`src/fvn_pkg.sv`:
```
// Shared constants, types and helper functions of the fractal value noise block.
`default_nettype none

package fvn_pkg;

  // Sizing
  localparam int unsigned MAX_OCTAVES     = 8;
  localparam int unsigned COORD_FRAC_BITS = 16;
  localparam int unsigned OCT_W   = $clog2(MAX_OCTAVES + 1);
  localparam int unsigned ACC_W   = MAX_OCTAVES + 16;
  localparam int unsigned CRD_W   = 32 + COORD_FRAC_BITS;
  localparam int unsigned MUL_W   = 34;
  localparam int unsigned PROD_W  = 2 * MUL_W;

  // Hash and octave constants
  localparam logic [31:0] HASH_C1   = 32'd374761393;
  localparam logic [31:0] HASH_C2   = 32'd668265263;
  localparam logic [31:0] HASH_C3   = 32'd2246822519;
  localparam logic [31:0] HASH_C4   = 32'd1274126177;
  localparam logic [31:0] SEED_STEP = 32'd101;
  localparam logic [17:0] FADE_THREE = 18'd196608;

  // Operand pair for the shared multiplier
  typedef struct packed {
    logic signed [MUL_W-1:0] a;
    logic signed [MUL_W-1:0] b;
  } mul_req_t;

  // Zero-extend a 32-bit word to a multiplier operand
  function automatic logic signed [MUL_W-1:0] opnd_u32(input logic [31:0] v);
    return $signed({{(MUL_W-32){1'b0}}, v});
  endfunction

  function automatic logic [31:0] hash_mix(input logic [31:0] h);
    return h ^ (h >> 13);
  endfunction

  // Final xorshift, keeping only the low half
  function automatic logic [15:0] hash_fin(input logic [31:0] h);
    return h[15:0] ^ h[31:16];
  endfunction

  // Coordinate fraction to Q0.16, truncating or zero padding
  function automatic logic [15:0] frac_q16(input logic [COORD_FRAC_BITS-1:0] fm);
    logic [COORD_FRAC_BITS+15:0] wide;
    wide = {fm, 16'h0000};
    return wide[COORD_FRAC_BITS+15:COORD_FRAC_BITS];
  endfunction

endpackage

`default_nettype wire

```
`src/fvn_mul.sv`:
```
// Shared signed multiplier with a registered product.
`default_nettype none

module fvn_mul (
  input  logic                                   clk_i,
  input  fvn_pkg::mul_req_t                      req_i,
  output logic signed [fvn_pkg::PROD_W-1:0]      prod_o
);
  import fvn_pkg::*;

  logic signed [PROD_W-1:0] prod_q;

  always_ff @(posedge clk_i) begin
    prod_q <= req_i.a * req_i.b;
  end

  assign prod_o = prod_q;

endmodule

`default_nettype wire

```
`src/fvn_core.sv`:
```
// Octave sequencer and datapath: hashes, fade, bilinear blend and accumulation.
`default_nettype none

module fvn_core (
  input  logic                                clk_i,
  input  logic                                rst_ni,
  input  logic                                start_i,
  input  logic signed [31:0]                  x_coord_i,
  input  logic signed [31:0]                  y_coord_i,
  input  logic [31:0]                         seed_i,
  input  logic [3:0]                          octaves_i,
  output logic                                idle_o,
  output logic                                res_valid_o,
  input  logic                                res_ready_i,
  output logic [15:0]                         res_o,
  output fvn_pkg::mul_req_t                   mul_req_o,
  input  logic signed [fvn_pkg::PROD_W-1:0]   mul_prod_i
);
  import fvn_pkg::*;

  typedef enum logic [4:0] {
    ST_IDLE, ST_CX, ST_CY, ST_SD, ST_HSUM, ST_HA, ST_HB, ST_HC, ST_HD,
    ST_FX2, ST_FXT, ST_FY2, ST_FYT, ST_TOP, ST_BOT, ST_BSUM, ST_BLD, ST_ACC,
    ST_DONE
  } state_e;

  state_e           state_q, state_d;
  logic [OCT_W-1:0] oct_q, oct_d;
  logic [OCT_W-1:0] idx_q, idx_d;
  logic [OCT_W-1:0] oct_sat;

  logic [CRD_W-1:0] crd_x_q, crd_y_q;
  logic [31:0]      seed_q;
  logic [31:0]      hx_q, hy_q, base_q, top_q, bot_q;
  logic [15:0]      ca_q, cb_q, cc_q, cd_q, fade_x_q, fade_y_q;
  logic [ACC_W-1:0] acc_q;

  logic [31:0]        cx, cy;
  logic [15:0]        fx, fy;
  logic [17:0]        tx, ty;
  logic signed [16:0] diff_ab, diff_cd;
  logic signed [32:0] diff_tb;
  logic signed [33:0] top_sum, bot_sum;
  logic signed [49:0] val_sum;
  logic [15:0]        oct_val;
  logic [OCT_W-1:0]   shamt;
  logic               last_oct;
  mul_req_t           req;

  assign oct_sat = (32'(octaves_i) > MAX_OCTAVES) ? OCT_W'(MAX_OCTAVES)
                                                  : OCT_W'(octaves_i);

  assign cx = crd_x_q[COORD_FRAC_BITS +: 32];
  assign cy = crd_y_q[COORD_FRAC_BITS +: 32];
  assign fx = frac_q16(crd_x_q[COORD_FRAC_BITS-1:0]);
  assign fy = frac_q16(crd_y_q[COORD_FRAC_BITS-1:0]);
  assign tx = FADE_THREE - {1'b0, fx, 1'b0};
  assign ty = FADE_THREE - {1'b0, fy, 1'b0};

  assign diff_ab = $signed({1'b0, cb_q}) - $signed({1'b0, ca_q});
  assign diff_cd = $signed({1'b0, cd_q}) - $signed({1'b0, cc_q});
  assign diff_tb = $signed({1'b0, bot_q}) - $signed({1'b0, top_q});

  assign top_sum = $signed({2'b00, ca_q, 16'h0000}) + mul_prod_i[33:0];
  assign bot_sum = $signed({2'b00, cc_q, 16'h0000}) + mul_prod_i[33:0];
  assign val_sum = $signed({2'b00, top_q, 16'h0000}) + mul_prod_i[49:0];
  assign oct_val = val_sum[47:32];

  assign shamt    = OCT_W'(MAX_OCTAVES - 1) - idx_q;
  assign last_oct = ((idx_q + OCT_W'(1)) == oct_q);

  // Operand selection for the shared multiplier
  always_comb begin
    req = '0;
    case (state_q)
      ST_CX:  begin req.a = opnd_u32(cx);     req.b = opnd_u32(HASH_C1); end
      ST_CY:  begin req.a = opnd_u32(cy);     req.b = opnd_u32(HASH_C2); end
      ST_SD:  begin req.a = opnd_u32(seed_q); req.b = opnd_u32(HASH_C3); end
      ST_HA:  begin
        req.a = opnd_u32(hash_mix(base_q));
        req.b = opnd_u32(HASH_C4);
      end
      ST_HB:  begin
        req.a = opnd_u32(hash_mix(base_q + HASH_C1));
        req.b = opnd_u32(HASH_C4);
      end
      ST_HC:  begin
        req.a = opnd_u32(hash_mix(base_q + HASH_C2));
        req.b = opnd_u32(HASH_C4);
      end
      ST_HD:  begin
        req.a = opnd_u32(hash_mix(base_q + HASH_C1 + HASH_C2));
        req.b = opnd_u32(HASH_C4);
      end
      ST_FX2: begin req.a = opnd_u32({16'h0, fx}); req.b = opnd_u32({16'h0, fx}); end
      // Square of the fraction arrives from the multiplier this cycle
      ST_FXT: begin req.a = opnd_u32(mul_prod_i[31:0]); req.b = opnd_u32({14'h0, tx}); end
      ST_FY2: begin req.a = opnd_u32({16'h0, fy}); req.b = opnd_u32({16'h0, fy}); end
      ST_FYT: begin req.a = opnd_u32(mul_prod_i[31:0]); req.b = opnd_u32({14'h0, ty}); end
      ST_TOP: begin req.a = MUL_W'(diff_ab); req.b = opnd_u32({16'h0, fade_x_q}); end
      ST_BOT: begin req.a = MUL_W'(diff_cd); req.b = opnd_u32({16'h0, fade_x_q}); end
      ST_BLD: begin req.a = MUL_W'(diff_tb); req.b = opnd_u32({16'h0, fade_y_q}); end
      default: req = '0;
    endcase
  end

  assign mul_req_o = req;

  // Sequencer
  always_comb begin
    state_d = state_q;
    oct_d   = oct_q;
    idx_d   = idx_q;
    case (state_q)
      ST_IDLE: begin
        if (start_i) begin
          oct_d   = oct_sat;
          idx_d   = '0;
          state_d = (oct_sat == '0) ? ST_DONE : ST_CX;
        end
      end
      ST_CX:   state_d = ST_CY;
      ST_CY:   state_d = ST_SD;
      ST_SD:   state_d = ST_HSUM;
      ST_HSUM: state_d = ST_HA;
      ST_HA:   state_d = ST_HB;
      ST_HB:   state_d = ST_HC;
      ST_HC:   state_d = ST_HD;
      ST_HD:   state_d = ST_FX2;
      ST_FX2:  state_d = ST_FXT;
      ST_FXT:  state_d = ST_FY2;
      ST_FY2:  state_d = ST_FYT;
      ST_FYT:  state_d = ST_TOP;
      ST_TOP:  state_d = ST_BOT;
      ST_BOT:  state_d = ST_BSUM;
      ST_BSUM: state_d = ST_BLD;
      ST_BLD:  state_d = ST_ACC;
      ST_ACC: begin
        if (last_oct) begin
          state_d = ST_DONE;
        end else begin
          idx_d   = idx_q + OCT_W'(1);
          state_d = ST_CX;
        end
      end
      ST_DONE: begin
        if (res_ready_i) state_d = ST_IDLE;
      end
      default: state_d = ST_IDLE;
    endcase
  end

  always_ff @(posedge clk_i or negedge rst_ni) begin
    if (!rst_ni) begin
      state_q <= ST_IDLE;
      oct_q   <= '0;
      idx_q   <= '0;
    end else begin
      state_q <= state_d;
      oct_q   <= oct_d;
      idx_q   <= idx_d;
    end
  end

  // Datapath registers
  always_ff @(posedge clk_i) begin
    case (state_q)
      ST_IDLE: begin
        if (start_i) begin
          crd_x_q <= {{COORD_FRAC_BITS{x_coord_i[31]}}, x_coord_i};
          crd_y_q <= {{COORD_FRAC_BITS{y_coord_i[31]}}, y_coord_i};
          seed_q  <= seed_i;
          acc_q   <= '0;
        end
      end
      ST_CY:   hx_q     <= mul_prod_i[31:0];
      ST_SD:   hy_q     <= mul_prod_i[31:0];
      ST_HSUM: base_q   <= hx_q + hy_q + mul_prod_i[31:0];
      ST_HB:   ca_q     <= hash_fin(mul_prod_i[31:0]);
      ST_HC:   cb_q     <= hash_fin(mul_prod_i[31:0]);
      ST_HD:   cc_q     <= hash_fin(mul_prod_i[31:0]);
      ST_FX2:  cd_q     <= hash_fin(mul_prod_i[31:0]);
      ST_FY2:  fade_x_q <= mul_prod_i[47:32];
      ST_TOP:  fade_y_q <= mul_prod_i[47:32];
      ST_BOT:  top_q    <= top_sum[31:0];
      ST_BSUM: bot_q    <= bot_sum[31:0];
      ST_ACC: begin
        acc_q   <= acc_q + (ACC_W'(oct_val) << shamt);
        crd_x_q <= {crd_x_q[CRD_W-2:0], 1'b0};
        crd_y_q <= {crd_y_q[CRD_W-2:0], 1'b0};
        seed_q  <= seed_q + SEED_STEP;
      end
      default: ;
    endcase
  end

  assign idle_o      = (state_q == ST_IDLE);
  assign res_valid_o = (state_q == ST_DONE);
  assign res_o       = acc_q[ACC_W-1:MAX_OCTAVES];

endmodule

`default_nettype wire

```
`src/fractal_value_noise_2d.sv`:
```
// Top level of the fractal value noise block: handshakes, output register, core and multiplier.
`default_nettype none

// Fractal value noise over a 2-D plane. Each input word carries a signed Q16.16
// point, a 32-bit seed and an octave count (counts above eight are treated as
// eight); each produces one output word, the noise sum as an unsigned Q0.16
// fraction. Every arithmetic step - the four lattice hashes, the two smoothstep
// fades and the three interpolations - goes through one shared 34x34 signed
// multiplier, so the steps of an octave run one after another through the
// sequencer states. A word holds in_ready_o low until its result has passed
// into the output register, so words are taken one at a time. The result is
// held in an output register, so the next input word is taken while a finished
// result still waits for out_ready_i. Reset is asynchronous and active low; no
// clearing pass is needed.
module fractal_value_noise_2d (
  input  logic               clk_i,
  input  logic               rst_ni,
  input  logic               in_valid_i,
  output logic               in_ready_o,
  input  logic signed [31:0] x_coord_i,
  input  logic signed [31:0] y_coord_i,
  input  logic [31:0]        seed_i,
  input  logic [3:0]         octaves_i,
  output logic               out_valid_o,
  input  logic               out_ready_i,
  output logic [15:0]        noise_value_o
);
  import fvn_pkg::*;

  logic                     core_idle;
  logic                     res_valid, res_ready;
  logic [15:0]              res;
  mul_req_t                 mul_req;
  logic signed [PROD_W-1:0] mul_prod;

  logic        out_valid_q, out_valid_d;
  logic [15:0] noise_q;
  logic        load;

  // Take a new word only while the sequencer sits idle
  assign in_ready_o = core_idle;

  fvn_core u_core (
    .clk_i       (clk_i),
    .rst_ni      (rst_ni),
    .start_i     (in_valid_i & core_idle),
    .x_coord_i   (x_coord_i),
    .y_coord_i   (y_coord_i),
    .seed_i      (seed_i),
    .octaves_i   (octaves_i),
    .idle_o      (core_idle),
    .res_valid_o (res_valid),
    .res_ready_i (res_ready),
    .res_o       (res),
    .mul_req_o   (mul_req),
    .mul_prod_i  (mul_prod)
  );

  fvn_mul u_mul (
    .clk_i  (clk_i),
    .req_i  (mul_req),
    .prod_o (mul_prod)
  );

  // Output register: load when empty or being drained this cycle
  assign res_ready   = !out_valid_q || out_ready_i;
  assign load        = res_valid && res_ready;
  assign out_valid_d = load || (out_valid_q && !out_ready_i);

  always_ff @(posedge clk_i or negedge rst_ni) begin
    if (!rst_ni) begin
      out_valid_q <= 1'b0;
    end else begin
      out_valid_q <= out_valid_d;
    end
  end

  // Hold the result word until taken
  always_ff @(posedge clk_i) begin
    if (load) begin
      noise_q <= res;
    end
  end

  assign out_valid_o   = out_valid_q;
  assign noise_value_o = noise_q;

endmodule

`default_nettype wire

```
`config.mk`:
```
export PLATFORM = sky130hd
export DESIGN_NAME = fractal_value_noise_2d
export DESIGN_NICKNAME = d
export VERILOG_FILES = /design/src/fvn_pkg.sv /design/src/fvn_mul.sv /design/src/fvn_core.sv /design/src/fractal_value_noise_2d.sv
export SDC_FILE = /design/constraint.sdc
export NUM_CORES = 2
export LEC_CHECK = 0
export ABC_AREA = 1
export ABC_CLOCK_PERIOD_IN_PS = 13400
export BUFFER_PORTS_ARGS = -buffer_cell sky130_fd_sc_hd__buf_2
export CORE_MARGIN = 2
export CORE_UTILIZATION = 45
export CTS_BUF_LIST = sky130_fd_sc_hd__clkbuf_16
export CTS_CLUSTER_SIZE = 12
export DETAILED_ROUTE_END_ITERATION = 12
export HOLD_SLACK_MARGIN = 0.02
export PLACE_DENSITY_LB_ADDON = 0.25
export SYNTH_ARGS = -nofsm -noshare
export SYNTH_HDL_FRONTEND = slang
export SYNTH_SLANG_ARGS = --single-unit
```
`constraint.sdc`:
```
create_clock -name clk_i -period 13.4 [get_ports clk_i]
set_input_delay 0.67 -clock clk_i [delete_from_list [all_inputs] [get_ports clk_i]]
set_output_delay 0.67 -clock clk_i [all_outputs]
set_load 0.01 [all_outputs]
```
==> run metrics <==
run status complete, but fails checks; failing checks capacitance limit; DRC 0; fin crit period 12470 ps; kind of critical path flip-flop to flip-flop; most common cell in the synthesized netlist inv_1; cts bufs inserted 55; setup TNS 0 ps; EDFF count, synth 424; endpoint class of the critical path flip-flop; clock slew seen by the registers of the worst setup and hold paths 60 ps; routability cong. 1.09; Synth area leaders fa_1 (29%), edfxtp_1 (21%), inv_1 (9.5%), nand2_1 (9.0%), ha_1 (7.0%); Area growth, synth to finish 7.63%; CORE AREA 137000 µm²; Async SR Flop Fraction 0.0288; area taken by multi-input logic gates 40900 µm²; CP required 13990 ps; Crit-path slowest cell nor4_1; GRT Overall Usage 0.357; Final Net Count 8853; grt ovf 0; Crit path largest cell delay 950 ps; via count 52400; first-pass GRT wire length 361000 µm; Synth Area per Inst 8.33 µm²; # fillers 13500; final slew viol count 0; antenna violations before repair 12; Yosys top cell area share 0.286; WP data arrival 13050 ps; number of I/O port buffers 121; Root Driver clkbuf_16; Mapped Cells 7436; post-DP HPWL 207000 µm; YS warnings 0; DRT Wirelength 250000 µm; Avg WL per Cell 26.7 µm; Worst Hold Class input pin to flip-flop; I/O pins 122; FF+latch count, synth 486; Register Area 14000 µm²; clk_lat worst skew 660 ps; skew final 29.1 ps; top_reg_cell synth edfxtp_1; unrepaired setup endpoints after global routing no; final period utilization 0.930; vias in the first global route 52800; Mapped Nets 8770; row count 136; CTS max path bufs 3; # clock sinks 486; via/cell ratio 5.60; TritonCTS clock tree done; peak fanout along the critical path 29; Initial Utilization 0.452; maxcap violations 1; distinct cell type count after synthesis 74; layout cell share with drive strength beyond 1 0.0731; leading area contributor after synthesis fa_1; Antenna Nets Post-Route 0; Initial DRC Count 5999; Relative slew margins 0.0122; die area 141000 µm²; DRT Pass-1 Iters 6; WP buf/inv 8; Die Y 375 µm; setup violators final 0; worst slew pin tran 1480 ps; sequential share of the synthesized area 0.227; pin count of the biggest net entering global routing 119; Synth Cell Area 62000 µm²; CP top delay family adder cells; final hold violation count 0; Resized Gates After CTS 0; max frequency 80.2 MHz; CP startpoint kind flip-flop; htree depth 2; die width 375 µm; Synth top cells by count inv_1 (1573), nand2_1 (1488), fa_1 (885); cell repeated most along the worst path fa_1
-- layer usage --
metal | wire, µm | track usage
met5 | 48 | 0
met4 | 15600 | 0.184
met3 | 22700 | 0.0639
met2 | 110000 | 0.551
met1 | 102000 | 0.481
-- area by class of cell --
type / count / area share
antenna: 4 / 0.000150
clock buffer: 55 / 0.0206
clock inverter: 45 / 0.00645
inverter: 1640 / 0.0926
multi-input combinational: 5094 / 0.613
sequential: 486 / 0.211
tap: 1794 / 0.0337
timing repair buffer: 242 / 0.0229
-- state kept, by name (all words and copies together) (netlist names), 24 cells and up --
register,flops
u_core.acc_q,24
u_core.hy_q,32
u_core.base_q,32
u_core.crd_y_q,48
u_core.top_q,32
u_core.seed_q,32
u_core.crd_x_q,48
u_core.hx_q,32
u_mul.prod_o,48
u_core.bot_q,32
-- metrics by stage --
step	util	cells	hold slack (ps)	area, µm²	setup WS, ps
2_1_floorplan	-	7436	374	62000	3960
3_3_place_gp	0.473	9254	450	64800	1130
3_5_place_dp	0.473	9255	461	64900	1330
4_1_cts	0.486	9356	222	66700	1230
5_1_grt	0.486	9356	254	66700	657
6_report	0.486	9360	252	66700	933
-- worst paths after layout --
path	endpoint	depth (start not counted)	slack, ps	start
worst min-delay path	u_core.oct_q[1]	3	250	octaves_i[1]
worst min register to register	noise_value_o[12]	0	480	u_core.acc_q[20]
max in group asynchronous	u_core.state_q[3]	2	12550	rst_ni
min in group asynchronous	out_valid_o	2	520	rst_ni
worst max-delay path	u_mul.prod_o[45]	37	930	u_core.state_q[0]
worst max register to register	u_mul.prod_o[45]	37	930	u_core.state_q[0]
-- kinds of logic (layout without fill, tap and decap cells) --
logic type,count (synthesis),count (layout),share of synthesized area
AND/OR/NAND/NOR,2703,2703,0.185
other,0,4,0
XOR/XNOR,233,233,0.0331
flip-flops,486,486,0.227
AO/OA/AOI/OAI,928,928,0.0844
adder cells (fa/ha/maj),1230,1230,0.356
buffers and inverters,1856,1982,0.115
-- placed cells by master (no fill, tap or decap), types with 9 or more instances in the layout --
master	synthesis	final
a2111oi_0	10	9
a211oi_1	18	18
a21oi_1	349	349
a31oi_1	29	29
buf_2	27	121
buf_4	16	119
clkbuf_16	0	55
clkinv_1	14	25
dfrtp_1	14	14
dfxtp_1	48	48
edfxtp_1	424	424
fa_1	885	885
ha_1	345	345
inv_1	1573	1581
inv_2	48	50
nand2_1	1488	1486
nand2_2	41	42
nand2_4	11	12
nand3_1	304	304
nand3_2	18	18
nand4_1	43	43
nor2_1	628	622
nor2_2	26	26
nor2_4	15	21
nor3_1	52	52
nor4_1	17	17
o2111ai_1	18	14
o211ai_1	23	23
o21a_1	17	17
o21ai_0	332	332
o21ai_1	20	20
o21bai_1	13	13
o22ai_1	37	37
or2_2	28	28
xnor2_1	63	63
xor2_1	169	169
-- worst register-to-register path, delay by kind of cell (launching register included) --
family	cells	cell delay (ps)
AO/OA/AOI/OAI	12	3650
XOR/XNOR	1	150
adder cells (fa/ha/maj)	9	4010
buffers and inverters	8	1800
flip-flops	1	420
AND/OR/NAND/NOR	7	2380
-- what timing repair did --
action	CTS	global route
hold endpoints to repair	14	0
hold buffers	1	0
setup buffers	0	0
Power is not shown: default switching activity piles up to over one toggle a cycle in this logic, so the estimate is an artifact.
